==> config.mk <==
export PLATFORM = sky130hd
export DESIGN_NAME = ctpe_palette_ram
export DESIGN_NICKNAME = d
export VERILOG_FILES = /design/src/rtl/core/ctpe_pkg.sv /design/src/rtl/core/ctpe_palette_ram.sv
export SDC_FILE = /design/constraint.sdc
export NUM_CORES = 2
export LEC_CHECK = 0
export BUFFER_PORTS_ARGS = -buffer_cell sky130_fd_sc_hd__buf_2
export CORE_ASPECT_RATIO = 0.8
export CORE_UTILIZATION = 30
export DETAILED_ROUTE_END_ITERATION = 8
export HOLD_SLACK_MARGIN = 0.02
export PLACE_DENSITY = 0.53
export SLEW_MARGIN = 15
export SYNTH_ARGS = -nofsm -noshare
export SYNTH_HDL_FRONTEND = slang
export SYNTH_SLANG_ARGS = --single-unit
==> constraint.sdc <==
create_clock -name clk -period 3.1 [get_ports clk]
set_clock_uncertainty 0.1 [all_clocks]
set_input_delay 0.31 -clock clk [delete_from_list [all_inputs] [get_ports clk]]
set_output_delay 0.31 -clock clk [all_outputs]
set_load 0.005 [all_outputs]
==> src/rtl/core/ctpe_pkg.sv <==
// Shared types, constants and helper functions of the texture pixel expander.
`default_nettype none
package ctpe_pkg;

	// Palette size and address width.
	localparam int PALETTE_DEPTH = 256;
	localparam int PAL_AW        = $clog2(PALETTE_DEPTH);
	localparam int IDX_W         = 8;

	// Output queue size.
	localparam int OQ_DEPTH = 4;
	localparam int OQ_AW    = $clog2(OQ_DEPTH);

	// Pixel format register codes.
	localparam logic [1:0] FMT_PAL4   = 2'd0;
	localparam logic [1:0] FMT_PAL8   = 2'd1;
	localparam logic [1:0] FMT_DIRECT = 2'd2;
	localparam logic [1:0] FMT_PACKED = 2'd3;

	// Input item kinds.
	localparam logic MODE_PAL_WR  = 1'b0;
	localparam logic MODE_TEXTURE = 1'b1;

	// Phases of the 24-bit packed format.
	localparam logic [1:0] PH_FIRST  = 2'd0;
	localparam logic [1:0] PH_SECOND = 2'd1;
	localparam logic [1:0] PH_EMIT   = 2'd2;

	// Alpha values.
	localparam logic [7:0] ALPHA_OPAQUE = 8'd255;
	localparam logic [7:0] ALPHA_SEMI   = 8'd200;
	localparam logic [7:0] ALPHA_CLEAR  = 8'd0;

	typedef struct packed {
		logic             mode;
		logic             start_of_image;
		logic [IDX_W-1:0] palette_index;
		logic [15:0]      word;
	} in_item_t;

	typedef struct packed {
		logic [7:0] red;
		logic [7:0] green;
		logic [7:0] blue;
		logic [7:0] alpha;
		logic       last_of_word;
	} out_item_t;

	typedef struct packed {
		logic [7:0] r;
		logic [7:0] g;
		logic [7:0] b;
	} rgb_t;

	// One pixel request from the sequencer.
	typedef struct packed {
		logic              valid;
		logic              is_pal;
		logic [PAL_AW-1:0] addr;
		logic              oob;
		rgb_t              rgb;
		logic              last;
	} req_t;

	// One palette write.
	typedef struct packed {
		logic              en;
		logic [PAL_AW-1:0] addr;
		logic [15:0]       data;
	} pal_wr_t;

	// Widens a 5-5-5 color to 8 bits per channel.
	function automatic rgb_t expand555(input logic [15:0] c);
		rgb_t x;
		x.r = {c[4:0], 3'b000};
		x.g = {c[9:5], 3'b000};
		x.b = {c[14:10], 3'b000};
		return x;
	endfunction

	// Alpha from the STP bit and the zero-color rule.
	function automatic logic [7:0] pal_alpha(input logic [15:0] c);
		logic zero;
		zero = (c[14:0] == 15'd0);
		if (c[15]) begin
			return zero ? ALPHA_OPAQUE : ALPHA_SEMI;
		end
		return zero ? ALPHA_CLEAR : ALPHA_OPAQUE;
	endfunction

endpackage
`default_nettype wire

==> src/rtl/core/ctpe_palette_ram.sv <==
// Palette memory: one write port, one read port with registered read data.
`default_nettype none
module ctpe_palette_ram
	import ctpe_pkg::*;
(
	input  wire logic              clk,
	input  wire pal_wr_t           wr,
	input  wire logic              rd_en,
	input  wire logic [PAL_AW-1:0] rd_addr,
	output logic [15:0]            rd_data
);

	logic [15:0] mem [PALETTE_DEPTH];
	logic [15:0] rd_data_q;

	// Write port.
	always_ff @(posedge clk) begin
		if (wr.en) begin
			mem[wr.addr] <= wr.data;
		end
	end

	// Read port; the read data is registered.
	always_ff @(posedge clk) begin
		if (rd_en) begin
			rd_data_q <= mem[rd_addr];
		end
	end

	assign rd_data = rd_data_q;

endmodule
`default_nettype wire

======== Word level (Yosys, flattened, before mapping) ========
Memories as Yosys holds them, arrays and structs flattened. A register that Yosys moved wholly into a read port is not among the register bits.
Index checks and enable logic that the tools add are counted.
cells by class
  $add $sub $neg .......................... 0
  $mul .................................... 0
  divide/modulo/power cells ............... 0
  $lt $le $gt $ge ......................... 0
  equal/unequal tests ..................... 0
  shift-type cells ........................ 0
  muxes and demuxes ....................... 2
  bitwise gates (word level) .............. 0
  reductions and logical operators ........ 0
operator list
  kind               number
  1-bit two-way mux  2
storage, ports and cells
  flip-flop bits (word level) ............. 0
  bits in latches ......................... 0
  memory bits (writable) .................. 4,096
  memory bits (read-only) ................. 0
  input port bits ......................... 35
  output and inout bits ................... 16
  logic and storage cells ................. 3
  memories kept ........................... 1
memory list
  name  depth  bits a word  read ports  clocked after Yosys merged registers in  wr ports  line                    RTL
  mem   256    16           1           1                                        1         ctpe_palette_ram.sv:13  logic [15:0] mem [PALETTE_DEPTH];

======== Longest topological paths before layout ========
  depth in word-level cells ............... 2
  gate-level depth with buffers ........... 12
  depth with buffers taken out ............ 6

======== Worst setup path before layout ========
No wires, ideal clock.
  kind .................................... input-to-reg
  start point ............................. input rd_addr[0]
  end point ............................... register rd_data_q[4], in the netlist rd_data[4] (read register of mem) (data pin)
  setup time .............................. 0.265 ns
  arrival ................................. 2.294 ns
  data required time ...................... 2.735 ns
  setup slack ............................. 0.441 ns
  cell stages on the path ................. 8
  buffers on the path ..................... 3
  cell sequence ........................... buf_6 -> buf_6 -> buf_2 -> mux4_2 -> mux4_2 -> a22o_1 -> o32ai_2 -> nor4_2
RTL lines
  what                line                    RTL
  start: declaration  ctpe_palette_ram.sv:9   input wire logic [PAL_AW-1:0] rd_addr,
  end: declaration    ctpe_palette_ram.sv:14  logic [15:0] rd_data_q;

==> impl_metrics.json <==
{
  "max_freq_mhz": 321,
  "min_to": "mem[110][2]",
  "core-area_um2": 526000,
  "ff2ff_path_depth": 6,
  "tns_ns": -0.0201,
  "timing.final.crit_share": 1.01,
  "synth_area_leaders": "edfxtp_1 78%, mux4_2 11%, mux2i_1 3.6%",
  "fp-row-count": 238,
  "final_common_cell": "edfxtp_1",
  "drive_gt1_frac": 0.304,
  "ir_drop_uv": 482,
  "yosysSeqAreaShare": 0.777,
  "drt_iter0_markers": 10500,
  "holdCritStartpoint": "wr[2]",
  "synthCells": 7360,
  "wl_um": 462000,
  "vias": 81400,
  "root_buffer": "clkbuf_16",
  "die_area_um2": 533000,
  "firstDrtPassIters": 5,
  "syn_area_per_cell_um2": 21.6,
  "final_max_slew_viol_count": 0,
  "worst_pin_slew_ns": 1.17,
  "slew_headroom": 0.217,
  "grt_start_max_net_pins": 97,
  "power_density_nw_per_um2": 619,
  "drtAntennaViolNets": 0,
  "io_buffers": 50,
  "grt_use_total": 0.168,
  "drcViolationCount": 0,
  "crit_type": "flip-flop to flip-flop",
  "yosysTopAreaCell": "edfxtp_1",
  "cap_violations": 0,
  "async_flop_share": 0,
  "cts.path.max_buffers": 4,
  "ys_types": 51,
  "arrival_ns": 3.74,
  "routed_via_density": 5.18,
  "nets": 8436,
  "syn_nets": 7395,
  "clk-insertion-delay-late_ns": 0.99,
  "initial_core_util": 0.302,
  "period_needed_ns": 3.12,
  "worst_ep_required_time_ns": 3.72,
  "min_path_type": "input port to flip-flop",
  "utilization": 0.358,
  "hold_depth": 2,
  "grt_pass1_wl_um": 641000,
  "synth-seq-cells": 4112,
  "setup_ws_ns": -0.0201,
  "cp-end-kind": "flip-flop",
  "die_x_um": 816,
  "syn-cell-area_um2": 159000,
  "grt_pass1_vias": 80700,
  "rsz0062_at_grt": "false",
  "violations": "negative setup slack",
  "postCtsSetupRepairBufs": 0,
  "dieHeight_um": 653,
  "clock-sinks": 4112,
  "io_pins": 51,
  "ys.flop_type": "edfxtp_1",
  "reg2reg_slack_ns": -0.02,
  "wl_per_cell_um": 29.4,
  "p_leak_nw": 59.9,
  "synth_edf_count": 4112,
  "grt-ovfl-total": 0,
  "status": "finished with violations",
  "cts.clk_slew.worst_paths_ns": 0.06,
  "rr_startpoint": "mem[63][8]",
  "power_mw": 117,
  "setup_violations": 1,
  "crit_fanout": 1,
  "syn_to_final_growth_pct": 18.5,
  "hold_violations": 0,
  "antenna_found_initial": 31,
  "start_kind": "flip-flop",
  "cts_tree": "done",
  "htreeDepth": 5,
  "layout_common_cells": "4112 x edfxtp_1, 881 x buf_4, 797 x mux4_2",
  "hpwl_um": 294000,
  "ys_warn_count": 0,
  "gp_congestion": 0.875,
  "numCtsBuffers": 401,
  "reg2reg_to": "rd_data[8]",
  "synth_top_cell_area_share": 0.777
}
==> area by class of cell <==
cell class / instances / area, um2
clock inverters: 263 / 2420
inverters: 4 / 27.5
diodes: 15 / 37.5
fillers: 48000 / 338000
repair buffers: 1090 / 10000
well taps: 6960 / 8710
flip-flops and latches: 4112 / 123000
multi-input cells: 2792 / 33100
clock buffers: 480 / 10500
==> state kept, by name, summed over array words and instances, names as in the netlist <==
signal / count
mem: 4096
rd_data: 16
==> worst max path at each step <==
| stage | from | to | slack, ns | cells after the start |
|---|---|---|---|---|
| finish | mem[63][8] | rd_data[8] | -0.02 | 6 |
| CTS | mem[48][1] | rd_data[1] | 0.003 | 6 |
| floorplan | rd_addr[0] | rd_data[4] | 0.44 | 8 |
| global route | mem[63][11] | rd_data[11] | 0.008 | 6 |
| detailed placement | rd_addr[0] | rd_data[10] | -1.22 | 10 |
| global placement | rd_addr[0] | rd_data[10] | -1.62 | 12 |
==> worst max-delay path, stage by stage (launching register included) <==
cell and delay (ns):
edfxtp_1 0.36, mux4_2 0.55, mux4_2 0.56, a22o_1 0.47, o32ai_1 0.54, buf_4 0.24
nor4_1 0.06
==> power breakdown <==
| group | switching (mW) | total [mW] | internal, mW |
|---|---|---|---|
| clock | 21.2 | 48.5 | 27.3 |
| combinational | 4.16 | 6.65 | 2.49 |
| sequential | 0.0830 | 61.4 | 61.3 |
| total | 25.4 | 117 | 91.1 |
==> layer usage <==
| layer | vias to the layer above | global-route usage | routed length [um] |
|---|---|---|---|
| met5 | - | 0 | 23 |
| met4 | 4 | 0.0385 | 11100 |
| met3 | 560 | 0.0390 | 42800 |
| met2 | 3400 | 0.256 | 206000 |
| met1 | 43900 | 0.245 | 201000 |
| li1 | 33500 | - | - |
==> Yosys cell counts, types with 16 or more instances <==
cell / number
a211oi_1: 18
a21oi_1: 175
a221oi_1: 28
a22o_1: 32
a22oi_1: 43
buf_1: 27
buf_2: 76
buf_4: 26
buf_6: 77
clkbuf_1: 230
edfxtp_1: 4112
mux2_2: 88
mux2i_1: 565
mux4_2: 797
nand2_1: 38
nand3_1: 35
nand4_1: 26
nor2_1: 304
nor3_1: 92
nor4_1: 17
o21ai_0: 37
o221ai_1: 252
o22ai_1: 148
o31ai_1: 16
o32ai_1: 20
==> timing repair <==
| item | 4_1_cts | 5_1_grt |
|---|---|---|
| setup endpoints to repair | 3 | 6 |
| gates cloned | 0 | 0 |
| pin swaps | 0 | 3 |
| hold buffers | 26 | 0 |
| endpoints found under the hold margin | 3257 | 0 |
| resized for setup | 6 | 7 |
==> per-stage QoR <==
stage | hold slack [ns] | worst slack, ns | cells | area [um2]
floorplan | 0.309 | 0.441 | 7360 | 159000
global placement | 0.567 | -1.62 | 14900 | 175000
detailed placement | 0.581 | -1.22 | 14900 | 175000
CTS | 0.118 | 0.00319 | 15700 | 188000
global route | 0.159 | 0.00845 | 15700 | 188000
finish | 0.207 | -0.0201 | 15700 | 188000
==> kinds of logic after synthesis <==
group,share of synthesized area
flip-flops,0.777
multiplexers,0.155
AO/OA/AOI/OAI,0.0353
AND/OR/NAND/NOR,0.0157
buffers and inverters,0.0169
(Power assumes the default switching activity.)
