$ cat src/rtl/core/ctpe_pkg.sv
// Shared types, constants and helper functions of the texture pixel expander.
`default_nettype none
package ctpe_pkg;

	// Palette size and address width.
	localparam int PALETTE_DEPTH = 256;
	localparam int PAL_AW        = $clog2(PALETTE_DEPTH);
	localparam int IDX_W         = 8;

	// Output queue size.
	localparam int OQ_DEPTH = 4;
	localparam int OQ_AW    = $clog2(OQ_DEPTH);

	// Pixel format register codes.
	localparam logic [1:0] FMT_PAL4   = 2'd0;
	localparam logic [1:0] FMT_PAL8   = 2'd1;
	localparam logic [1:0] FMT_DIRECT = 2'd2;
	localparam logic [1:0] FMT_PACKED = 2'd3;

	// Input item kinds.
	localparam logic MODE_PAL_WR  = 1'b0;
	localparam logic MODE_TEXTURE = 1'b1;

	// Phases of the 24-bit packed format.
	localparam logic [1:0] PH_FIRST  = 2'd0;
	localparam logic [1:0] PH_SECOND = 2'd1;
	localparam logic [1:0] PH_EMIT   = 2'd2;

	// Alpha values.
	localparam logic [7:0] ALPHA_OPAQUE = 8'd255;
	localparam logic [7:0] ALPHA_SEMI   = 8'd200;
	localparam logic [7:0] ALPHA_CLEAR  = 8'd0;

	typedef struct packed {
		logic             mode;
		logic             start_of_image;
		logic [IDX_W-1:0] palette_index;
		logic [15:0]      word;
	} in_item_t;

	typedef struct packed {
		logic [7:0] red;
		logic [7:0] green;
		logic [7:0] blue;
		logic [7:0] alpha;
		logic       last_of_word;
	} out_item_t;

	typedef struct packed {
		logic [7:0] r;
		logic [7:0] g;
		logic [7:0] b;
	} rgb_t;

	// One pixel request from the sequencer.
	typedef struct packed {
		logic              valid;
		logic              is_pal;
		logic [PAL_AW-1:0] addr;
		logic              oob;
		rgb_t              rgb;
		logic              last;
	} req_t;

	// One palette write.
	typedef struct packed {
		logic              en;
		logic [PAL_AW-1:0] addr;
		logic [15:0]       data;
	} pal_wr_t;

	// Widens a 5-5-5 color to 8 bits per channel.
	function automatic rgb_t expand555(input logic [15:0] c);
		rgb_t x;
		x.r = {c[4:0], 3'b000};
		x.g = {c[9:5], 3'b000};
		x.b = {c[14:10], 3'b000};
		return x;
	endfunction

	// Alpha from the STP bit and the zero-color rule.
	function automatic logic [7:0] pal_alpha(input logic [15:0] c);
		logic zero;
		zero = (c[14:0] == 15'd0);
		if (c[15]) begin
			return zero ? ALPHA_OPAQUE : ALPHA_SEMI;
		end
		return zero ? ALPHA_CLEAR : ALPHA_OPAQUE;
	endfunction

endpackage
`default_nettype wire

$ cat src/rtl/core/ctpe_out_queue.sv
// Output stage: takes palette read data, forms the pixel and queues it for transfer.
`default_nettype none
module ctpe_out_queue
	import ctpe_pkg::*;
(
	input  wire logic        clk,
	input  wire logic        arst_n,
	input  wire req_t        req,
	input  wire logic [15:0] rd_data,
	output logic             space,
	output logic             pixel_valid,
	input  wire logic        pixel_ready,
	output out_item_t        pixel
);

	req_t             req_s1;
	logic             valid_s1;
	out_item_t        mem_q [OQ_DEPTH];
	logic [OQ_AW-1:0] wr_ptr_q;
	logic [OQ_AW-1:0] rd_ptr_q;
	logic [OQ_AW:0]   count_q;

	logic [15:0] color;
	rgb_t        pal_rgb;
	out_item_t   push_item;
	logic        pop;

	// Request stage that lines up with the palette read latency.
	always_ff @(posedge clk or negedge arst_n) begin
		if (!arst_n) begin
			valid_s1 <= 1'b0;
		end else begin
			valid_s1 <= req.valid;
		end
	end

	always_ff @(posedge clk) begin
		if (req.valid) begin
			req_s1 <= req;
		end
	end

	// Pixel formation: palette entries get the STP alpha, direct pixels are opaque.
	always_comb begin
		color   = req_s1.oob ? 16'd0 : rd_data;
		pal_rgb = expand555(color);
		push_item.last_of_word = req_s1.last;
		if (req_s1.is_pal) begin
			push_item.red   = pal_rgb.r;
			push_item.green = pal_rgb.g;
			push_item.blue  = pal_rgb.b;
			push_item.alpha = pal_alpha(color);
		end else begin
			push_item.red   = req_s1.rgb.r;
			push_item.green = req_s1.rgb.g;
			push_item.blue  = req_s1.rgb.b;
			push_item.alpha = ALPHA_OPAQUE;
		end
	end

	// Room for one more request, counting the one in flight.
	assign space = ((OQ_AW + 2)'(count_q) + (OQ_AW + 2)'(valid_s1)) <
		(OQ_AW + 2)'(OQ_DEPTH);

	assign pixel_valid = (count_q != '0);
	assign pixel       = mem_q[rd_ptr_q];
	assign pop         = pixel_valid && pixel_ready;

	always_ff @(posedge clk) begin
		if (valid_s1) begin
			mem_q[wr_ptr_q] <= push_item;
		end
	end

	// Queue pointers and fill count.
	always_ff @(posedge clk or negedge arst_n) begin
		if (!arst_n) begin
			wr_ptr_q <= '0;
			rd_ptr_q <= '0;
			count_q  <= '0;
		end else begin
			if (valid_s1) begin
				wr_ptr_q <= wr_ptr_q + OQ_AW'(1);
			end
			if (pop) begin
				rd_ptr_q <= rd_ptr_q + OQ_AW'(1);
			end
			if (valid_s1 && !pop) begin
				count_q <= count_q + (OQ_AW + 1)'(1);
			end else if (pop && !valid_s1) begin
				count_q <= count_q - (OQ_AW + 1)'(1);
			end
		end
	end

endmodule
`default_nettype wire

$ cat config.mk
export PLATFORM = sky130hd
export DESIGN_NAME = ctpe_out_queue
export DESIGN_NICKNAME = d
export VERILOG_FILES = /design/src/rtl/core/ctpe_pkg.sv /design/src/rtl/core/ctpe_out_queue.sv
export SDC_FILE = /design/constraint.sdc
export NUM_CORES = 1
export LEC_CHECK = 0
export BUFFER_PORTS_ARGS = -buffer_cell sky130_fd_sc_hd__buf_2
export CAP_MARGIN = 0
export CORE_UTILIZATION = 43
export CTS_CLUSTER_DIAMETER = 200
export DETAILED_ROUTE_END_ITERATION = 6
export GPL_ROUTABILITY_DRIVEN = 0
export HOLD_SLACK_MARGIN = 0.08
export PLACE_DENSITY = 0.72
export SLEW_MARGIN = 20
export SYNTH_ARGS = -nofsm -noshare
export SYNTH_HDL_FRONTEND = slang
export SYNTH_SLANG_ARGS = --single-unit
export TNS_END_PERCENT = 100
$ cat constraint.sdc
create_clock -name clk -period 2.05 [get_ports clk]
set_input_delay 0.41 -clock clk [delete_from_list [all_inputs] [get_ports clk]]
set_output_delay 0.41 -clock clk [all_outputs]
set_load 0.1 [all_outputs]
# Word-level counts from Yosys, hierarchy flattened

Memory sizes are Yosys's and may differ from the RTL's.
Cells that the tools add are included.

Memories: 1
Output and inout bits: 35
Input port bits: 55
Bits in registers: 35
Bits in writable memories: 132

Memory list:

| name  | depth | width | rd ports | clocked after Yosys merged registers in | wr ports | line                 | RTL |
|---|---|---|---|---|---|---|---|
| mem_q | 4     | 33    | 1        | 0                                       | 1        | ctpe_out_queue.sv:18 | `out_item_t mem_q [OQ_DEPTH];` |

Add/subtract/negate cells: 5
Reductions and logical operators: 8
Multiplexer cells: 12
Order comparisons: 1

Operators by type and width:

| operator                                                    | number |
|---|---|
| two-way mux 32 bit                                          | 1 |
| two-way mux 8 bit                                           | 3 |
| two-way mux 16 bit                                          | 1 |
| zero test 15 bit                                            | 1 |
| two-way mux 3 bit                                           | 2 |
| two-way mux 6 bit                                           | 1 |
| adder 2 x 1 -> 2 bit (second input constant)                | 2 |
| adder 3 x 1 -> 4 bit                                        | 1 |
| less-than comparator 4 x 3 -> 1 bit (second input constant) | 1 |
| two-way mux 1 bit                                           | 4 |
| adder 3 x 1 -> 3 bit (second input constant)                | 1 |
| logical AND 1 bit                                           | 3 |
| nonzero test 3 bit                                          | 1 |
| subtractor 3 x 1 -> 3 bit (second input constant)           | 1 |
| zero test 1 bit                                             | 2 |
| nonzero test 2 bit                                          | 1 |

# Logic depth before layout (Yosys ltp)

Depth in word-level cells: 6
Mapped depth: 8

# Worst setup path after synthesis

OpenSTA, ideal clock, no wires.

Path type: flip-flop to flip-flop
From: reg count_q[0]
To: reg count_q[2]
Arrival time: 2.469 ns
Path buffers: 0
Required time: 1.971 ns
Path slack: -0.499 ns
Cell stages (with the launch flop): 9
Cells stage by stage: dfrtp_1 -> or3_1 -> nand2_1 -> ha_1 -> inv_1 -> fa_1 -> xor2_1 -> nor2_1 -> xor2_1

Longest elaborated chain between the ends: 5
Elaborated cells between the ends (all ways): 10
Those cells by class: add/sub: 2; mux: 2; reduce/logical: 6

RTL lines:

| what                                                           | line                 | RTL |
|---|---|---|
| from (decl)                                                    | ctpe_out_queue.sv:21 | `logic [OQ_AW:0] count_q;` |
| from (signal assigned)                                         | ctpe_out_queue.sv:89 | `count_q <= count_q + (OQ_AW + 1)'(1);` |
| from (signal assigned)                                         | ctpe_out_queue.sv:91 | `count_q <= count_q - (OQ_AW + 1)'(1);` |
| nonzero test 3 bit (*)                                         | ctpe_out_queue.sv:65 | `assign pixel_valid = (count_q != '0);` |
| named net pixel_valid                                          | ctpe_out_queue.sv:11 | `output logic pixel_valid,` |
| logical AND 1 bit (*)                                          | ctpe_out_queue.sv:67 | `assign pop = pixel_valid && pixel_ready;` |
| zero test 1 bit                                                | ctpe_out_queue.sv:88 | `if (valid_s1 && !pop) begin` |
| logical AND 1 bit                                              | ctpe_out_queue.sv:88 |  |
| two-way mux 3 bit / nonzero test 2 bit (equally long branches) | --                   |  |

The timed path passes the listed nets; every way through them passes the cells marked *. The select of a mux whose other input is x is not followed.
A chain may end at the register's enable or synchronous reset.

==> flow_metrics.env <==
export IMPL_critPathArrivalTime_ns=1.88
export IMPL_timing_setup_tns_ns=-6.67
export IMPL_postRouteAntennaNets=0
export IMPL_die_height_um=115
export IMPL_netlist_top_cell_by_area="sky130_fd_sc_hd__edfxtp_1"
export IMPL_cts_made_buffers=17
export IMPL_finish_instance_area_um2=7420
export IMPL_route_final_wire_length_um=10100
export IMPL_die_width_um=115
export IMPL_gr_total_overflow=0
export IMPL_worst_pin_slew_ns=1.02
export IMPL_ff_latch_area_um2=4260
export IMPL_dp_hpwl_um=6410
export IMPL_core_area_um2=12600
export IMPL_critPathKind="reg2out"
export IMPL_met3RoutedLength_um=642
export IMPL_max_cap_violations=0
export IMPL_drive_gt1_frac=0.425
export IMPL_yosys_cell_count_top_type="sky130_fd_sc_hd__edfxtp_1"
export IMPL_synth_simple_gate_area_frac=0.0381
export IMPL_synth_area_um2=5510
export IMPL_yosysTopAreaCellShare=0.735
export IMPL_port_buffers=81
export IMPL_synth_edf_count=135
export IMPL_via_count_of_the_first_global_routing_pass=2944
export IMPL_crit_family="buffers and inverters"
export IMPL_viasPerCell=5.03
export IMPL_area_delta_synth_final_pct=34.6
export IMPL_placedInstanceArea_um2=6700
export IMPL_yosys_most_used_dff="sky130_fd_sc_hd__edfxtp_1"
export IMPL_synth_warnings=0
export IMPL_rows=41
export IMPL_finalWorstSetupSlack_ns=-0.242
export IMPL_cts_tree="done"
export IMPL_synthesis_area_per_instance_um2=20.0
export IMPL_synth_cells_most_frequent="sky130_fd_sc_hd__edfxtp_1, sky130_fd_sc_hd__mux4_2, sky130_fd_sc_hd__inv_1, sky130_fd_sc_hd__nand2_1, sky130_fd_sc_hd__o21ai_0"
export IMPL_end_kind="output port"
export IMPL_critical_path_slowest_cell="sky130_fd_sc_hd__mux4_2"
export IMPL_multi_input_area_um2=1110
export IMPL_clk_transition_reported_paths_ns=0.06
export IMPL_sink_count_of_the_clock_tree=143
export IMPL_final_core_util=0.591
export IMPL_largest_net_degree_at_the_start_of_global_routing=29
export IMPL_timing_critical_path_buf_inv=4
export IMPL_min_period_ns=2.29
export IMPL_setup_viol=33
export IMPL_clock_latency_ns=0.41
export IMPL_whs_ns=0.172
export IMPL_syn_inst=276
export IMPL_final_hold_violations=0
export IMPL_cp_data_required_time_ns=1.64
export IMPL_grt_pass1_wl_um=15500
export IMPL_synth_adder_area_share=0.0172
export IMPL_ctsRootBufferMaster="sky130_fd_sc_hd__clkbuf_16"
export IMPL_yosys_mux_area_fraction=0.113
export IMPL_post_route_drc_count=0
export IMPL_post_synth_xor_area_fraction=0.00953
export IMPL_yosysSeqAreaShare=0.771
export IMPL_route_vias_total=2865
export IMPL_clock_skew_final_ns=0.00667
export IMPL_synth_fp_nets=338
export IMPL_ys_ff_latch=143
export IMPL_routed_metal_1_wire_length_um=4130
export IMPL_ys_top_cells_by_area="sky130_fd_sc_hd__edfxtp_1, sky130_fd_sc_hd__mux4_2, sky130_fd_sc_hd__dfrtp_1, sky130_fd_sc_hd__ha_1, sky130_fd_sc_hd__o21ai_0"
export IMPL_worst_hold_path_type="in2reg"
export IMPL_crit_path_frequent_cell="sky130_fd_sc_hd__buf_12"
export IMPL_timing_final_max_slew_violations=0
export IMPL_worst_setup_path_start_kind="flip-flop"
export IMPL_critical_path_peak_fanout=4
export IMPL_synth_lib_cells_used_distinct=30
export IMPL_synth_compound_gate_area_share=0.0177
export IMPL_failing_checks="setup timing"
export IMPL_achievable_freq_mhz=436
export IMPL_design_portCount=90
export IMPL_die_area_um2=13300
export IMPL_ctsHtreeMaxLevel=4
export IMPL_antenna_found_initial=0
export IMPL_drt_initial_drc_count=188
export IMPL_groute_usage_overall=0.170
export IMPL_final_nets=448
export IMPL_final_fill_count=911
export IMPL_route_met2_wl_um=5070
export IMPL_antenna_diode_count=0
export IMPL_dr_max_layer_used="met4"
export IMPL_status="finished, violations left"
export IMPL_period_share=1.12
export IMPL_crit_path_cells="buf_12 -> buf_12 -> buf_4 -> mux4_2 -> buf_12"
export IMPL_floorplan_initialDensity=0.439
export IMPL_routedWlPerCell_um=17.7
export IMPL_slowest_delay_ns=0.47
export IMPL_async_reset_ff_frac=0.0559
export IMPL_worst_slew_margin_rel=0.322
export IMPL_cts_buffer_depth=2
export IMPL_rsz_0062_raised_after_global_routing="true"
export IMPL_drtPass1Iterations=4
export IMPL_synth_top_family_by_area="multiplexers"
==> cell type report <==
type / count / share of cell area
Clock inverter: 13 / 0.0192
Inverter: 18 / 0.00910
Timing Repair Buffer: 106 / 0.162
Clock buffer: 18 / 0.0578
Multi-Input combinational cell: 100 / 0.149
Tap cell: 172 / 0.0290
Sequential cell: 143 / 0.573
==> final timing paths <==
| path | startpoint | end | slack, ns | depth (start not counted) |
|---|---|---|---|---|
| max in group asynchronous | arst_n | rd_ptr_q[0]$_DFFE_PN0P_ | 1.46 | 2 |
| min in group asynchronous | arst_n | wr_ptr_q[1]$_DFFE_PN0P_ | 0.39 | 2 |
| worst max-delay path | rd_ptr_q[0]$_DFFE_PN0P_ | pixel[32] | -0.24 | 5 |
| worst max register to register | count_q[0]$_DFFE_PN0P_ | count_q[2]$_DFFE_PN0P_ | 0.08 | 8 |
| worst min-delay path | req[25] | req_s1[25]$_DFFE_PP_ | 0.17 | 1 |
| worst min register to register | push_item[0]$_DFFE_PP_ | mem_q[0][0]$_DFFE_PP_ | 0.51 | 0 |
==> sequential cells by signal, summed over array words and instances, names as in the netlist <==
register	cells
count_q	3
mem_q	108
push_item	1
rd_ptr_q	2
req_s1	26
valid_s1	1
wr_ptr_q	2
==> placed cells by master, fill, tap and decap left out, drive strengths merged, types with 2 or more instances in the layout <==
master    netlist  routed
dfrtp           8       8
edfxtp        135     135
mux4           27      27
clkbuf          2      19
inv            18      19
xnor2           3       3
clkinvlp        0       4
nor4            3       3
buf            13     104
nand2          18      18
xor2            3       3
o21ai          15      15
and2b           2       2
ha              6       6
and2            4       4
bufinv          0       2
clkinv          0       6
nor2b           8       8
==> cells by family after synthesis <==
family	count (synthesis)
flip-flops	143
AND/OR/NAND/NOR	41
buffers and inverters	33
multiplexers	28
AO/OA/AOI/OAI	18
adder cells (fa/ha/maj)	7
XOR/XNOR	6
==> per-layer routing <==
metal | global-route usage | vias to the layer above
met3 | 0.0464 | 25
met5 | 0 | -
met4 | 0.0805 | 0
met2 | 0.276 | 130
li1 | - | 1299
met1 | 0.213 | 1411
==> per-stage QoR <==
stage          instances  setup slack, ns
3_5_place_dp         528           0.0673
3_3_place_gp         528            0.114
2_1_floorplan        276          -0.0275
6_report             570           -0.242
4_1_cts              567           -0.246
5_1_grt              570           -0.285
==> what timing repair did <==
item	4_1_cts	5_1_grt
pin swaps	0	2
hold buffers	1	0
buffers inserted	7	3
hold endpoints to repair	8	0
resized for setup	7	1
endpoints found under the setup margin	33	35
Power is left out: the tool's default activity adds up to more than one toggle a clock period on the data nets, which glitch-free logic cannot reach.
