File: config.mk
export PLATFORM = sky130hd
export DESIGN_NAME = ctpe_sequencer
export DESIGN_NICKNAME = d
export VERILOG_FILES = /design/src/rtl/core/ctpe_pkg.sv /design/src/rtl/core/ctpe_sequencer.sv
export SDC_FILE = /design/constraint.sdc
export NUM_CORES = 1
export LEC_CHECK = 0
export ABC_AREA = 1
export BUFFER_PORTS_ARGS = -buffer_cell sky130_fd_sc_hd__buf_4
export CAP_MARGIN = 20
export CORE_MARGIN = 10
export CORE_UTILIZATION = 55
export CTS_CLUSTER_DIAMETER = 120
export CTS_CLUSTER_SIZE = 28
export DETAILED_ROUTE_END_ITERATION = 8
export GPL_ROUTABILITY_DRIVEN = 0
export PLACE_DENSITY = 0.82
export SETUP_SLACK_MARGIN = 0.15
export SLEW_MARGIN = 20
export SYNTH_ARGS = -nofsm -noshare
export SYNTH_HDL_FRONTEND = slang
export SYNTH_SLANG_ARGS = --single-unit
File: constraint.sdc
create_clock -name clk -period 4.9 [get_ports clk]
set_input_delay 0 -clock clk [delete_from_list [all_inputs] [get_ports clk]]
set_output_delay 0 -clock clk [all_outputs]
set_load 0.05 [all_outputs]
File: src/rtl/core/ctpe_pkg.sv
// Shared types, constants and helper functions of the texture pixel expander.
`default_nettype none
package ctpe_pkg;

	// Palette size and address width.
	localparam int PALETTE_DEPTH = 256;
	localparam int PAL_AW        = $clog2(PALETTE_DEPTH);
	localparam int IDX_W         = 8;

	// Output queue size.
	localparam int OQ_DEPTH = 4;
	localparam int OQ_AW    = $clog2(OQ_DEPTH);

	// Pixel format register codes.
	localparam logic [1:0] FMT_PAL4   = 2'd0;
	localparam logic [1:0] FMT_PAL8   = 2'd1;
	localparam logic [1:0] FMT_DIRECT = 2'd2;
	localparam logic [1:0] FMT_PACKED = 2'd3;

	// Input item kinds.
	localparam logic MODE_PAL_WR  = 1'b0;
	localparam logic MODE_TEXTURE = 1'b1;

	// Phases of the 24-bit packed format.
	localparam logic [1:0] PH_FIRST  = 2'd0;
	localparam logic [1:0] PH_SECOND = 2'd1;
	localparam logic [1:0] PH_EMIT   = 2'd2;

	// Alpha values.
	localparam logic [7:0] ALPHA_OPAQUE = 8'd255;
	localparam logic [7:0] ALPHA_SEMI   = 8'd200;
	localparam logic [7:0] ALPHA_CLEAR  = 8'd0;

	typedef struct packed {
		logic             mode;
		logic             start_of_image;
		logic [IDX_W-1:0] palette_index;
		logic [15:0]      word;
	} in_item_t;

	typedef struct packed {
		logic [7:0] red;
		logic [7:0] green;
		logic [7:0] blue;
		logic [7:0] alpha;
		logic       last_of_word;
	} out_item_t;

	typedef struct packed {
		logic [7:0] r;
		logic [7:0] g;
		logic [7:0] b;
	} rgb_t;

	// One pixel request from the sequencer.
	typedef struct packed {
		logic              valid;
		logic              is_pal;
		logic [PAL_AW-1:0] addr;
		logic              oob;
		rgb_t              rgb;
		logic              last;
	} req_t;

	// One palette write.
	typedef struct packed {
		logic              en;
		logic [PAL_AW-1:0] addr;
		logic [15:0]       data;
	} pal_wr_t;

	// Widens a 5-5-5 color to 8 bits per channel.
	function automatic rgb_t expand555(input logic [15:0] c);
		rgb_t x;
		x.r = {c[4:0], 3'b000};
		x.g = {c[9:5], 3'b000};
		x.b = {c[14:10], 3'b000};
		return x;
	endfunction

	// Alpha from the STP bit and the zero-color rule.
	function automatic logic [7:0] pal_alpha(input logic [15:0] c);
		logic zero;
		zero = (c[14:0] == 15'd0);
		if (c[15]) begin
			return zero ? ALPHA_OPAQUE : ALPHA_SEMI;
		end
		return zero ? ALPHA_CLEAR : ALPHA_OPAQUE;
	endfunction

endpackage
`default_nettype wire

File: src/rtl/core/ctpe_sequencer.sv
// Sequencer: holds one input item, writes the palette and issues one pixel per cycle while the output queue has space.
`default_nettype none
module ctpe_sequencer
	import ctpe_pkg::*;
(
	input  wire logic       clk,
	input  wire logic       arst_n,
	input  wire logic       cfg_wr_en,
	input  wire logic [1:0] cfg_wr_data,
	input  wire logic       item_valid,
	output logic            item_ready,
	input  wire in_item_t   item,
	input  wire logic       space,
	output req_t            req,
	output pal_wr_t         pal_wr
);

	logic        busy_q;
	in_item_t    item_q;
	logic [1:0]  cnt_q;
	logic [1:0]  fmt_q;
	logic [1:0]  phase_q;
	logic [31:0] held_q;

	logic [1:0]       eff_phase;
	logic [1:0]       last_cnt;
	logic             emits;
	logic             step;
	logic             step_last;
	logic [IDX_W-1:0] idx;
	logic [7:0]       lo;
	logic [7:0]       hi;

	assign lo        = item_q.word[7:0];
	assign hi        = item_q.word[15:8];
	assign eff_phase = item_q.start_of_image ? PH_FIRST : phase_q;

	// Number of steps and whether they produce pixels.
	always_comb begin
		last_cnt = 2'd0;
		emits    = 1'b0;
		if (item_q.mode == MODE_TEXTURE) begin
			case (fmt_q)
				FMT_PAL4: begin
					last_cnt = 2'd3;
					emits    = 1'b1;
				end
				FMT_PAL8: begin
					last_cnt = 2'd1;
					emits    = 1'b1;
				end
				FMT_DIRECT: begin
					emits = 1'b1;
				end
				FMT_PACKED: begin
					if (eff_phase == PH_EMIT) begin
						last_cnt = 2'd1;
						emits    = 1'b1;
					end
				end
				default: begin
					emits = 1'b0;
				end
			endcase
		end
	end

	assign step       = busy_q && (!emits || space);
	assign step_last  = (cnt_q == last_cnt);
	assign item_ready = !busy_q || (step && step_last);

	// Palette index of the current pixel.
	always_comb begin
		idx = lo;
		if (fmt_q == FMT_PAL4) begin
			case (cnt_q)
				2'd0: idx = {4'd0, item_q.word[3:0]};
				2'd1: idx = {4'd0, item_q.word[7:4]};
				2'd2: idx = {4'd0, item_q.word[11:8]};
				default: idx = {4'd0, item_q.word[15:12]};
			endcase
		end else if (cnt_q != 2'd0) begin
			idx = hi;
		end
	end

	// Pixel request toward the palette and the output queue.
	always_comb begin
		req.valid = step && emits;
		req.is_pal = (fmt_q == FMT_PAL4) || (fmt_q == FMT_PAL8);
		req.addr  = idx[PAL_AW-1:0];
		req.oob   = ({1'b0, idx} >= (IDX_W + 1)'(PALETTE_DEPTH));
		req.last  = step_last;
		if (fmt_q == FMT_PACKED) begin
			if (cnt_q == 2'd0) begin
				req.rgb = '{r: held_q[7:0], g: held_q[15:8], b: held_q[23:16]};
			end else begin
				req.rgb = '{r: held_q[31:24], g: lo, b: hi};
			end
		end else begin
			req.rgb = expand555(item_q.word);
		end
	end

	// Palette write for a palette entry item.
	always_comb begin
		pal_wr.addr = item_q.palette_index[PAL_AW-1:0];
		pal_wr.data = item_q.word;
		pal_wr.en   = step && (item_q.mode == MODE_PAL_WR) &&
			({1'b0, item_q.palette_index} < (IDX_W + 1)'(PALETTE_DEPTH));
	end

	// Item holding register.
	always_ff @(posedge clk) begin
		if (item_valid && item_ready) begin
			item_q <= item;
		end
	end

	// Control state and step counter.
	always_ff @(posedge clk or negedge arst_n) begin
		if (!arst_n) begin
			busy_q <= 1'b0;
			cnt_q  <= 2'd0;
		end else begin
			if (item_valid && item_ready) begin
				busy_q <= 1'b1;
				cnt_q  <= 2'd0;
			end else if (step && step_last) begin
				busy_q <= 1'b0;
				cnt_q  <= 2'd0;
			end else if (step) begin
				cnt_q <= cnt_q + 2'd1;
			end
		end
	end

	// Format register and 24-bit packing state.
	always_ff @(posedge clk or negedge arst_n) begin
		if (!arst_n) begin
			fmt_q   <= FMT_PAL4;
			phase_q <= PH_FIRST;
			held_q  <= 32'd0;
		end else if (cfg_wr_en) begin
			fmt_q   <= cfg_wr_data;
			phase_q <= PH_FIRST;
		end else if (step && step_last && item_q.mode == MODE_TEXTURE &&
				fmt_q == FMT_PACKED) begin
			case (eff_phase)
				PH_SECOND: begin
					held_q[31:16] <= {hi, lo};
					phase_q       <= PH_EMIT;
				end
				PH_EMIT: begin
					phase_q <= PH_FIRST;
				end
				default: begin
					held_q[15:0] <= {hi, lo};
					phase_q      <= PH_SECOND;
				end
			endcase
		end
	end

endmodule
`default_nettype wire

Word-level counts from Yosys, hierarchy flattened
Cells that the tools add are included.
{"block": "op_classes", "add_sub_neg": 1, "eq_ne": 8, "n_mux": 20, "bitwise_logic": 3, "reduce_logical": 22}
{"cell": "$mux W24", "n": 2}
{"cell": "$mux W8", "n": 2}
{"cell": "$mux W2", "n": 7}
{"cell": "$pmux W4 S3", "n": 1}
{"cell": "$eq A2 B2 Y1 const B", "n": 4}
{"cell": "$logic_and A1 B1 Y1", "n": 7}
{"cell": "$eq A2 B1 Y1 const B", "n": 3}
{"cell": "$pmux W2 S3", "n": 1}
{"cell": "$reduce_and A3 Y1", "n": 2}
{"cell": "$reduce_bool A2 Y1", "n": 3}
{"cell": "$mux W1", "n": 5}
{"cell": "$logic_not A2 Y1", "n": 2}
{"cell": "$pmux W2 S2", "n": 1}
{"cell": "$logic_or A1 B1 Y1", "n": 3}
{"cell": "$not A1 Y1", "n": 3}
{"cell": "$reduce_bool A3 Y1", "n": 1}
{"cell": "$reduce_or A3 Y1", "n": 1}
{"cell": "$add A2 B1 Y2 const B", "n": 1}
{"cell": "$eq A2 B2 Y1", "n": 1}
{"cell": "$logic_not A1 Y1", "n": 2}
{"cell": "$pmux W1 S2", "n": 1}
{"cell": "$reduce_or A2 Y1", "n": 1}
{"block": "totals", "regBits": 65, "input_bits": 33, "out_inout_bits": 62, "word_cells": 64}

Logic depth before layout (Yosys ltp)
Gate-level depths: netlist of the first run.
{"block": "depth", "ltp_word": 13, "ltp_mapped": 14, "ltp_nobuf": 13}

Least setup slack after synthesis of the first run
OpenSTA, ideal clock, no wires.
{"block": "synth_timing", "kind": "flip-flop to flip-flop", "start": "reg item_q[24] (netlist bit)", "end": "reg item_q[24] (netlist bit) (enable)", "setup_time_ps": 409, "t_arrival_ps": 2380, "t_required_ps": 4491, "path_slack_ps": 2111, "stages_incl_launch_ff": 11, "path_buffers": 0, "period_less_slack_ps": 2789, "cell_sequence": "edfxtp_1 > inv_1 > nand2_1 > ha_1 > inv_1 > nand3_2 > nand4_1 > nand3_4 > nor2_8 > nor2_1 > nor2_1"}
{"block": "synth_via", "elab_chain_cells": 11, "elab_cells_between_ends": 15, "classes_between": "eq/ne: 2; mux: 7; reduce/logical: 6"}
{"element": "start, declared", "line": "ctpe_sequencer.sv:19", "source": "in_item_t item_q;"}
{"element": "start signal, assigned", "line": "ctpe_sequencer.sv:116", "source": "item_q <= item;"}
{"element": "$mux W2 *", "line": "ctpe_sequencer.sv:36", "source": "assign eff_phase = item_q.start_of_image ? PH_FIRST : phase_q;"}
{"element": "$eq A2 B2 Y1 *", "line": "ctpe_sequencer.sv:56", "source": "if (eff_phase == PH_EMIT) begin"}
{"element": "$mux W1", "line": "ctpe_sequencer.sv:56"}
{"element": "$pmux W1 S2", "line": "ctpe_sequencer.sv:43", "source": "case (fmt_q)"}
{"element": "$mux W1", "line": "ctpe_sequencer.sv:42", "source": "if (item_q.mode == MODE_TEXTURE) begin"}
{"element": "$logic_not A1 Y1", "line": "ctpe_sequencer.sv:68", "source": "assign step = busy_q && (!emits || space);"}
{"element": "$logic_or A1 B1 Y1", "line": "ctpe_sequencer.sv:68"}
{"element": "$logic_and A1 B1 Y1", "line": "ctpe_sequencer.sv:68"}
{"element": "$logic_and A1 B1 Y1 *", "line": "ctpe_sequencer.sv:70", "source": "assign item_ready = !busy_q || (step && step_last);"}
{"element": "$logic_or A1 B1 Y1 *", "line": "ctpe_sequencer.sv:70"}
{"element": "$logic_and A1 B1 Y1 *", "line": "ctpe_sequencer.sv:115", "source": "if (item_valid && item_ready) begin"}
Every way passes the cells marked *; elsewhere a longest branch is shown, timed or not.
A chain may end at the register's enable or synchronous reset.

==> results.yml, run 1 <==
outcome:
  outcome: "complete, no violations"
placed_design:
  hpwl_um: 6820
  dp_slack_ns: 2.13
  port_buffers: 93
  dpl-instance-area_um2: 4000
synthesis:
  synth-async-reset-ratio: 0.600
  synth_enable_flop_cells: 26
  synth_cell_types: 30
  yosysSeqAreaShare: 0.503
  yosys_warnings: 0
  syn_inst: 403
  synth_top_area_frac: 0.280
  synth_top_area_cell: "dfrtp_1"
  synth_area_leaders: "dfrtp_1 28%, edfxtp_1 22%, nand2_1 13%"
  avgSynthCellArea_um2: 8.66
  syn-num-nets: 442
  synthFlopType: "dfrtp_1"
  synth_area_um2: 3490
  synth.ff_latch_count: 65
die:
  dieHeight_um: 99.7
  ios: 95
  die_w_um: 99.7
  start_util: 0.579
  dieArea_um2: 9930
  rows: 28
  core_um2: 6030
detailed_routing:
  wl_per_cell_um: 17.7
  num_vias: 3238
  postRouteAntennaNets: 0
  drt-total-wl_um: 10200
  via_per_inst: 5.62
  drcViolationCount: 0
  drtIter0Drc: 315
  first_pass_iters: 5
critical_path:
  cp_num_buf_inv: 2
  r2r_slack_ns: 2.14
  crit_fanout: 23
  cp_cell_sequence: "nand2_1 -> clkinv_1 -> a31oi_1 -> buf_4"
  cp.arrival_ns: 2.88
  cpMaxStageDelayCell: "nand2_1"
  critPathTopFamily: "buffers and inverters"
  endpoint_kind: "output pin"
  reg2reg_to: "pal_wr[5]"
  worstSetupStartpoint: "fmt_q[1]"
  worstSetupPathType: "reg -> out"
  slowest_delay_ns: 0.72
  cp.required_ns: 4.90
  timing.rr.start: "item_q[24]"
  reg2reg_depth: 10
  crit_path_start_kind: "register"
clock_tree:
  htreeDepth: 3
  cts.path.max_buffers: 2
  cts_tree: "yes"
  cts_made_buffers: 9
  clkTransAtPathRegs_ns: 0.07
  root_buffer: "clkbuf_8"
  cts_num_sinks: 65
  post_cts_resize_count: 0
  insertion_delay_ns: 0.34
global_route:
  grt_first_pass_wirelength_um: 16400
  grt_pass1_vias: 3231
  grt-ovfl-total: 0
  grt_max_degree: 40
  track_usage: 0.205
  antenna_found_initial: 0
timing:
  finalSetupViolations: 0
  max_slew.worst_pin.slew_ns: 0.917
  max_freq_mhz: 348
  worst_slack_ns: 2.02
  rsz0062_at_grt: "no"
  finalClockSkew_ns: 0.00717
  slew_headroom: 0.387
  fin_crit_sh: 0.587
  setup_tns_ns: 0
  fin_crit_ns: 2.88
  maxSlewViolCount: 0
  finalHoldViolCount: 0
cells_and_area:
  final_common_cell: "nand2_1"
  drive_gt1_frac: 0.244
  finalNetCount: 535
  area_growth_pct: 30.8
  antenna_cells: 0
  fin_area_um2: 4560
  most-common-layout-cells: "118 x nand2_1, 95 x buf_4, 39 x dfrtp_1, 37 x nand4_1, 35 x dlygate4sd3_1"
pwr:
  peakVddDrop_mv: 0.384
  p_sw_w: 0.00118
  power.density_nw_per_um2: 542
  seqPwrFrac: 0.322
  p_comb_frac: 0.477
  clock_power_share: 0.201
  internal-power_w: 0.00130
  p_leak_nw: 2.22
  switching_share: 0.475
run:
  maxCapViolCount: 0
worst_hold_path:
  hold_class: "in -> async"
-- worst max path at each step --
stage | end | slack (ns) | depth (start not counted)
floorplan | item_q[24] | 2.11 | 10
global placement | pal_wr[0] | 1.90 | 7
detailed placement | pal_wr[0] | 2.13 | 10
CTS | req[6] | 2.08 | 4
global route | req[6] | 1.80 | 4
finish | req[6] | 2.02 | 4
-- layout make-up --
class	instances	area, µm²
timing repair buffer	130	1060
fill	414	1460
tap	75	93.8
clock inverter	7	93.8
sequential	65	1760
clock buffer	9	124
multi-input combinational	259	1320
inverter	31	116
-- worst register-to-register path: stages, from the launching register on --
cell and delay (ns):
edfxtp_1 0.37, inv_1 0.09, nand2_1 0.08, ha_1 0.21, inv_1 0.09, nand3_2 0.10
nand4_1 0.16, nand3_4 0.13, nor2_8 0.41, nor2_1 0.16, nor2_4 0.59
-- power groups by stage --
stage,Clock (W),Sequential [W],Combinational (W)
3_5_place_dp,0,0.000802,0.00115
5_1_grt,0.000525,0.000809,0.00126
3_3_place_gp,0,0.000799,0.00114
4_1_cts,0.000503,0.000792,0.00118
6_report,0.000497,0.000798,0.00118
2_1_floorplan,0,0.000763,0.000909
-- flip-flops by register name, summed over array words and instances, names as in the netlist --
| signal | count |
|---|---|
| held_q | 32 |
| fmt_q | 2 |
| phase_q | 2 |
| busy_q | 1 |
| cnt_q | 2 |
| item_q | 2 |
| pal_wr | 24 |
-- cells by family after synthesis --
group,Yosys count,share of synthesized area
buffers and inverters,79,0.122
flip-flops,65,0.503
adder cells (fa/ha/maj),6,0.0215
AO/OA/AOI/OAI,58,0.0878
AND/OR/NAND/NOR,194,0.264
other,1,0.00107
-- per-stage QoR --
step	hold WS, ns	cells	utilization	power [W]
after floorplan	-0.296	403	-	0.00167
after global placement	-0.00114	525	0.662	0.00194
after detailed placement	-0.00185	525	0.663	0.00196
after CTS	0.169	576	0.757	0.00247
after global routing	0.204	576	0.757	0.00260
final	0.168	576	0.757	0.00247
-- layer usage --
layer / vias up / routed length (µm) / track usage
li1: 1522 / - / -
met1: 1521 / 3880 / 0.237
met2: 172 / 4960 / 0.330
met3: 23 / 1090 / 0.0692
met4: 0 / 246 / 0.108
met5: - / 0 / 0
-- what timing repair did --
action | CTS | global route
hold buffers | 35 | 0
endpoints found under the setup margin | 0 | 0
setup buffers | 0 | 0
endpoints found under the hold margin | 71 | 0
-- synth_stat cells, types with 3 or more instances --
master,count
nand3_4,3
clkbuf_1,13
edfxtp_1,26
a21oi_1,30
buf_4,29
a31oi_1,3
ha_1,6
buf_2,4
nand2_1,118
nor2_1,20
o22ai_1,3
inv_1,28
dfrtp_1,39
o21ai_0,19
nand4_1,37
nand3_1,7
Power figures use the tool's default switching activity.
==> inputs of run 2 (changes only) <==
- CORE_UTILIZATION: 55 -> 53
- PLACE_DENSITY: 0.82 -> 0.8
- clock period: 4.9 -> 2.7 ns (I/O delays scaled with it)
==> run 2 against run 1 <==
Utilization fell by 2.9 points. Clock skew rose by 0.0036 ns. Hold slack got worse by 0.028 ns. Sequential power rose by 82%. Power rose by 91%. Cell count rose by 1.4%. Flip-flop and latch count did not move. Via count rose by 2.1%.
==> results.yml, run 2 (synthesis gave the netlist of run 1 again) <==
clock_tree:
  cts.path.max_buffers: 2
  cts_tree: "yes"
  cts_num_sinks: 65
  insertion_delay_ns: 0.36
  root_buffer: "clkbuf_8"
  htreeDepth: 3
  clkTransAtPathRegs_ns: 0.08
  cts_made_buffers: 9
detailed_routing:
  num_vias: 3305
  drtIter0Drc: 315
  via_per_inst: 5.66
  drt-met1-wl_um: 3930
  first_pass_iters: 5
  wl_per_cell_um: 18.1
  top_layer: "met4"
  drcViolationCount: 0
  postRouteAntennaNets: 0
  drt-total-wl_um: 10600
  wl_met3_um: 1240
  dr_wl_met2_um: 5100
critical_path:
  cp.arrival_ns: 2.60
  endpoint_kind: "register"
  worstSetupStartpoint: "item_q[24]"
  worstSetupPathType: "reg -> reg"
  crit_path_start_kind: "register"
  crit_fanout: 22
  cp.required_ns: 2.94
  timing.rr.start: "item_q[24]"
  r2r_slack_ns: 0.34
  crit_path_end: "held_q[20]"
  reg2reg_depth: 14
  reg2reg_to: "held_q[20]"
cells_and_area:
  area_growth_pct: 33.2
  most-common-layout-cells: "118 x nand2_1, 100 x buf_4, 39 x dfrtp_1, 37 x nand4_1, 35 x dlygate4sd3_1"
  final_common_cell: "nand2_1"
  multiInputGateArea_um2: 1310
  largest_register_ffs: 32
  finalNetCount: 540
  fillers: 451
  register_area_um2: 1760
  top_register: "held_q"
  drive_gt1_frac: 0.253
die:
  core_um2: 6390
  dieHeight_um: 101
  die_w_um: 101
  dieArea_um2: 10200
  ios: 95
  start_util: 0.546
  rows: 29
global_route:
  grt_pass1_vias: 3305
  grt_first_pass_wirelength_um: 16900
  grt-ovfl-total: 0
  grt_max_degree: 40
  track_usage: 0.207
  antenna_found_initial: 0
worst_hold_path:
  hold_class: "in -> reg"
  hold_path_startpoint: "space"
timing:
  max_slew.worst_pin.slew_ns: 0.554
  fin_crit_ns: 2.36
  max_freq_mhz: 423
  worst_slack_ns: 0.338
  fin_crit_sh: 0.875
  setup_tns_ns: 0
  rsz0062_at_grt: "no"
  slew_headroom: 0.630
  finalClockSkew_ns: 0.0107
  finalSetupViolations: 0
  maxSlewViolCount: 0
  finalHoldViolCount: 0
pwr:
  p_leak_nw: 2.26
  peakVddDrop_mv: 0.739
  power.density_nw_per_um2: 1020
placed_design:
  port_buffers: 93
  hpwl_um: 7060
  dp_slack_ns: 0.420
outcome:
  outcome: "complete, no violations"
run:
  maxCapViolCount: 0
==> run 2: metrics by stage <==
step | hold WS (ns) | std cells | power (W) | util | area (µm²)
after detailed placement | 0.00415 | 532 | 0.00357 | 0.631 | 4030
final | 0.140 | 584 | 0.00473 | 0.728 | 4650
after floorplan | -0.296 | 403 | 0.00303 | - | 3490
after global placement | 0.00446 | 532 | 0.00353 | 0.631 | 4030
after global routing | 0.158 | 583 | 0.00495 | 0.727 | 4650
after CTS | 0.138 | 583 | 0.00471 | 0.727 | 4650
==> run 2: critical path: stages, from the launching register on <==
cell and delay, ns:
edfxtp_1 0.36, inv_1 0.09, nand2_1 0.09, inv_1 0.09
ha_1 0.15, inv_1 0.05, nand3_2 0.08, nand3_1 0.08
nand2_1 0.12, nand3_4 0.12, nor2_8 0.22, buf_4 0.30
nand3_4 0.26, nand2_1 0.15, nand2_1 0.07
==> run 2: cell type report <==
cell class | instances | share of cell area
flip-flops and latches | 65 | 0.378
multi-input cells | 259 | 0.282
repair buffers | 135 | 0.237
clock inverters | 7 | 0.0304
clock buffers | 9 | 0.0266
inverters | 31 | 0.0250
well taps | 77 | 0.0207
diodes | 1 | 0.000538
==> run 2: power by group <==
part / total, W / internal [W] / leakage (nW) / switching (W)
clock: 0.00112 / 0.000708 / 0.130 / 0.000408
combinational: 0.00217 / 0.000599 / 1.37 / 0.00157
sequential: 0.00145 / 0.00126 / 0.765 / 0.000193
total: 0.00473 / 0.00256 / 2.26 / 0.00217
==> run 2: layer usage <==
layer  GRT usage  vias up
met1       0.249     1534
li1            -     1526
met3      0.0742       27
met2       0.321      218
met4       0.105        0
met5           0        -
==> run 2: worst min-delay path by stage <==
stage                to  slack (ns)  depth (start not counted)
5_1_grt        cnt_q[1]        0.16                          5
6_report       cnt_q[1]        0.14                          5
3_5_place_dp     busy_q       0.004                          1
3_3_place_gp     busy_q       0.004                          1
4_1_cts        cnt_q[1]        0.14                          5
2_1_floorplan    busy_q       -0.30                          0
==> run 2: timing repair <==
action,in CTS,in global routing
setup buffers,0,0
endpoints found under the hold margin,72,0
gates resized for setup,0,0
hold buffers,35,0
==> inputs of run 3 (changes only) <==
- BUFFER_PORTS_ARGS: -buffer_cell sky130_fd_sc_hd__buf_4 -> not set
- CORE_UTILIZATION: 53 -> 55
- DONT_BUFFER_PORTS: not set -> 1
- GPL_TIMING_DRIVEN: not set -> 0
- PLACE_DENSITY: 0.8 -> 0.69
- SKIP_LAST_GASP: not set -> 1
==> run 3 against run 2 <==
Count of clock-buffer cells in the layout up 3. First-iteration DRC count up 20%. Sequential share of layout area up 1.8 points. Cell area fell by 4.4%. Global-route usage rose by 0.12 points. Combinational power is 4% higher. Highest routed layer unchanged.
==> results.yml, run 3 (synthesis gave the netlist of run 1 again) <==
outcome:
  outcome: "complete, no violations"
cells_and_area:
  top_register: "held_q"
  register_area_um2: 1760
  fin_util: 0.737
  final_common_cell: "nand2_1"
  drive_gt1_frac: 0.214
  antenna_cells: 0
  fin_cells: 528
  multiInputGateArea_um2: 1620
  fillers: 474
  finalNetCount: 487
  most-common-layout-cells: "118 x nand2_1, 39 x dfrtp_1, 37 x nand4_1, 32 x dlygate4sd3_1, 29 x buf_4"
  area_growth_pct: 27.3
  largest_register_ffs: 32
detailed_routing:
  via_per_inst: 5.95
  drt-total-wl_um: 10800
  drcViolationCount: 0
  drtIter0Drc: 377
  num_vias: 3139
  postRouteAntennaNets: 0
  wl_per_cell_um: 20.5
  first_pass_iters: 6
die:
  dieHeight_um: 99.7
  die_w_um: 99.7
  rows: 28
  ios: 95
  dieArea_um2: 9930
  core_um2: 6030
  start_util: 0.579
run:
  maxCapViolCount: 0
global_route:
  grt-ovfl-total: 0
  antenna_found_initial: 0
  track_usage: 0.208
  grt_pass1_vias: 3048
  grt_max_degree: 40
  grt_first_pass_wirelength_um: 16300
timing:
  finalClockSkew_ns: 0.00594
  slew_headroom: 0.209
  finalHoldViolCount: 0
  finalSetupViolations: 0
  maxSlewViolCount: 0
  worst_slack_ns: 0.167
  max_slew.worst_pin.slew_ns: 1.19
  max_freq_mhz: 395
  fin_crit_sh: 0.938
  holdWs_ns: 0.0439
  setup_tns_ns: 0
  fin_crit_ns: 2.53
  rsz0062_at_grt: "yes"
critical_path:
  crit_path_end: "req[6]"
  worstSetupStartpoint: "fmt_q[1]"
  crit_fanout: 10
  crit_path_start_kind: "register"
  reg2reg_to: "pal_wr[3]"
  timing.rr.start: "item_q[24]"
  r2r_slack_ns: 0.43
  reg2reg_depth: 10
  cp.required_ns: 2.70
  endpoint_kind: "output pin"
  cp.arrival_ns: 2.53
  worstSetupPathType: "reg -> out"
placed_design:
  port_buffers: 0
  dp_slack_ns: 0.201
  hpwl_um: 7190
  dp_cells: 478
clock_tree:
  cts_setup_buffers: 0
  cts_tree: "yes"
  cts.path.max_buffers: 2
  cts_made_buffers: 9
  cts_num_sinks: 65
  htreeDepth: 3
  root_buffer: "clkbuf_8"
  insertion_delay_ns: 0.34
  clkTransAtPathRegs_ns: 0.07
pwr:
  p_comb_frac: 0.493
  p_sw_w: 0.00230
  clock_power_share: 0.191
  peakVddDrop_mv: 0.763
  p_leak_nw: 1.98
  switching_share: 0.500
  seqPwrFrac: 0.316
  internal-power_w: 0.00230
  power.density_nw_per_um2: 1030
worst_hold_path:
  hold_class: "in -> reg"
  whs_path_depth: 2
run 3: routing by layer:
metal,up-vias,GRT usage,part of all wire
met5,-,0,0
met3,35,0.0810,0.11
met2,181,0.341,0.47
met4,0,0.0783,0.037
met1,1495,0.241,0.37
li1,1428,-,-
run 3: worst max-delay path: stages (launching register included):
cell and delay, ns:
dfrtp_1 0.47, nand2_1 0.25, clkinv_1 0.30, clkbuf_1 0.43
a31oi_2 0.73
run 3: power groups by stage:
| stage | sequential (W) | combinational [W] | clock [W] |
|---|---|---|---|
| 5_1_grt | 0.00147 | 0.00240 | 0.000928 |
| 3_5_place_dp | 0.00146 | 0.00193 | 0 |
| 3_3_place_gp | 0.00146 | 0.00189 | 0 |
| 4_1_cts | 0.00144 | 0.00210 | 0.000890 |
| 2_1_floorplan | 0.00138 | 0.00165 | 0 |
| 6_report | 0.00145 | 0.00226 | 0.000878 |
run 3: how the worst min path moves through the flow:
stage,endpoint,slack (ns),startpoint
finish,fmt_q[0],0.04,cfg_wr_en
floorplan,busy_q,-0.30,arst_n
CTS,fmt_q[0],0.02,cfg_wr_en
detailed placement,held_q[9],-0.29,arst_n
global placement,held_q[9],-0.29,arst_n
global route,fmt_q[1],0.07,cfg_wr_en
run 3: timing repair:
action / CTS / global route
endpoints found under the hold margin: 70 / 0
resized for setup: 29 / 29
pin swaps: 0 / 1
endpoints found under the setup margin: 28 / 54
hold buffers: 33 / 0
gates cloned: 0 / 1
run 3: per-stage QoR:
stage / power (W) / area [µm²]
after floorplan: 0.00303 / 3490
final: 0.00459 / 4440
after CTS: 0.00443 / 4280
after global placement: 0.00335 / 3590
after global routing: 0.00480 / 4440
after detailed placement: 0.00340 / 3610
run 3: final cells by class:
cell class | count | area share
Multi-Input combinational cell | 260 | 0.364
Clock buffer | 12 | 0.0304
Timing Repair Buffer | 33 | 0.0766
Clock inverter | 4 | 0.0155
Buffer | 48 | 0.0707
Tap cell | 75 | 0.0211
Sequential cell | 65 | 0.395
Inverter | 31 | 0.0262
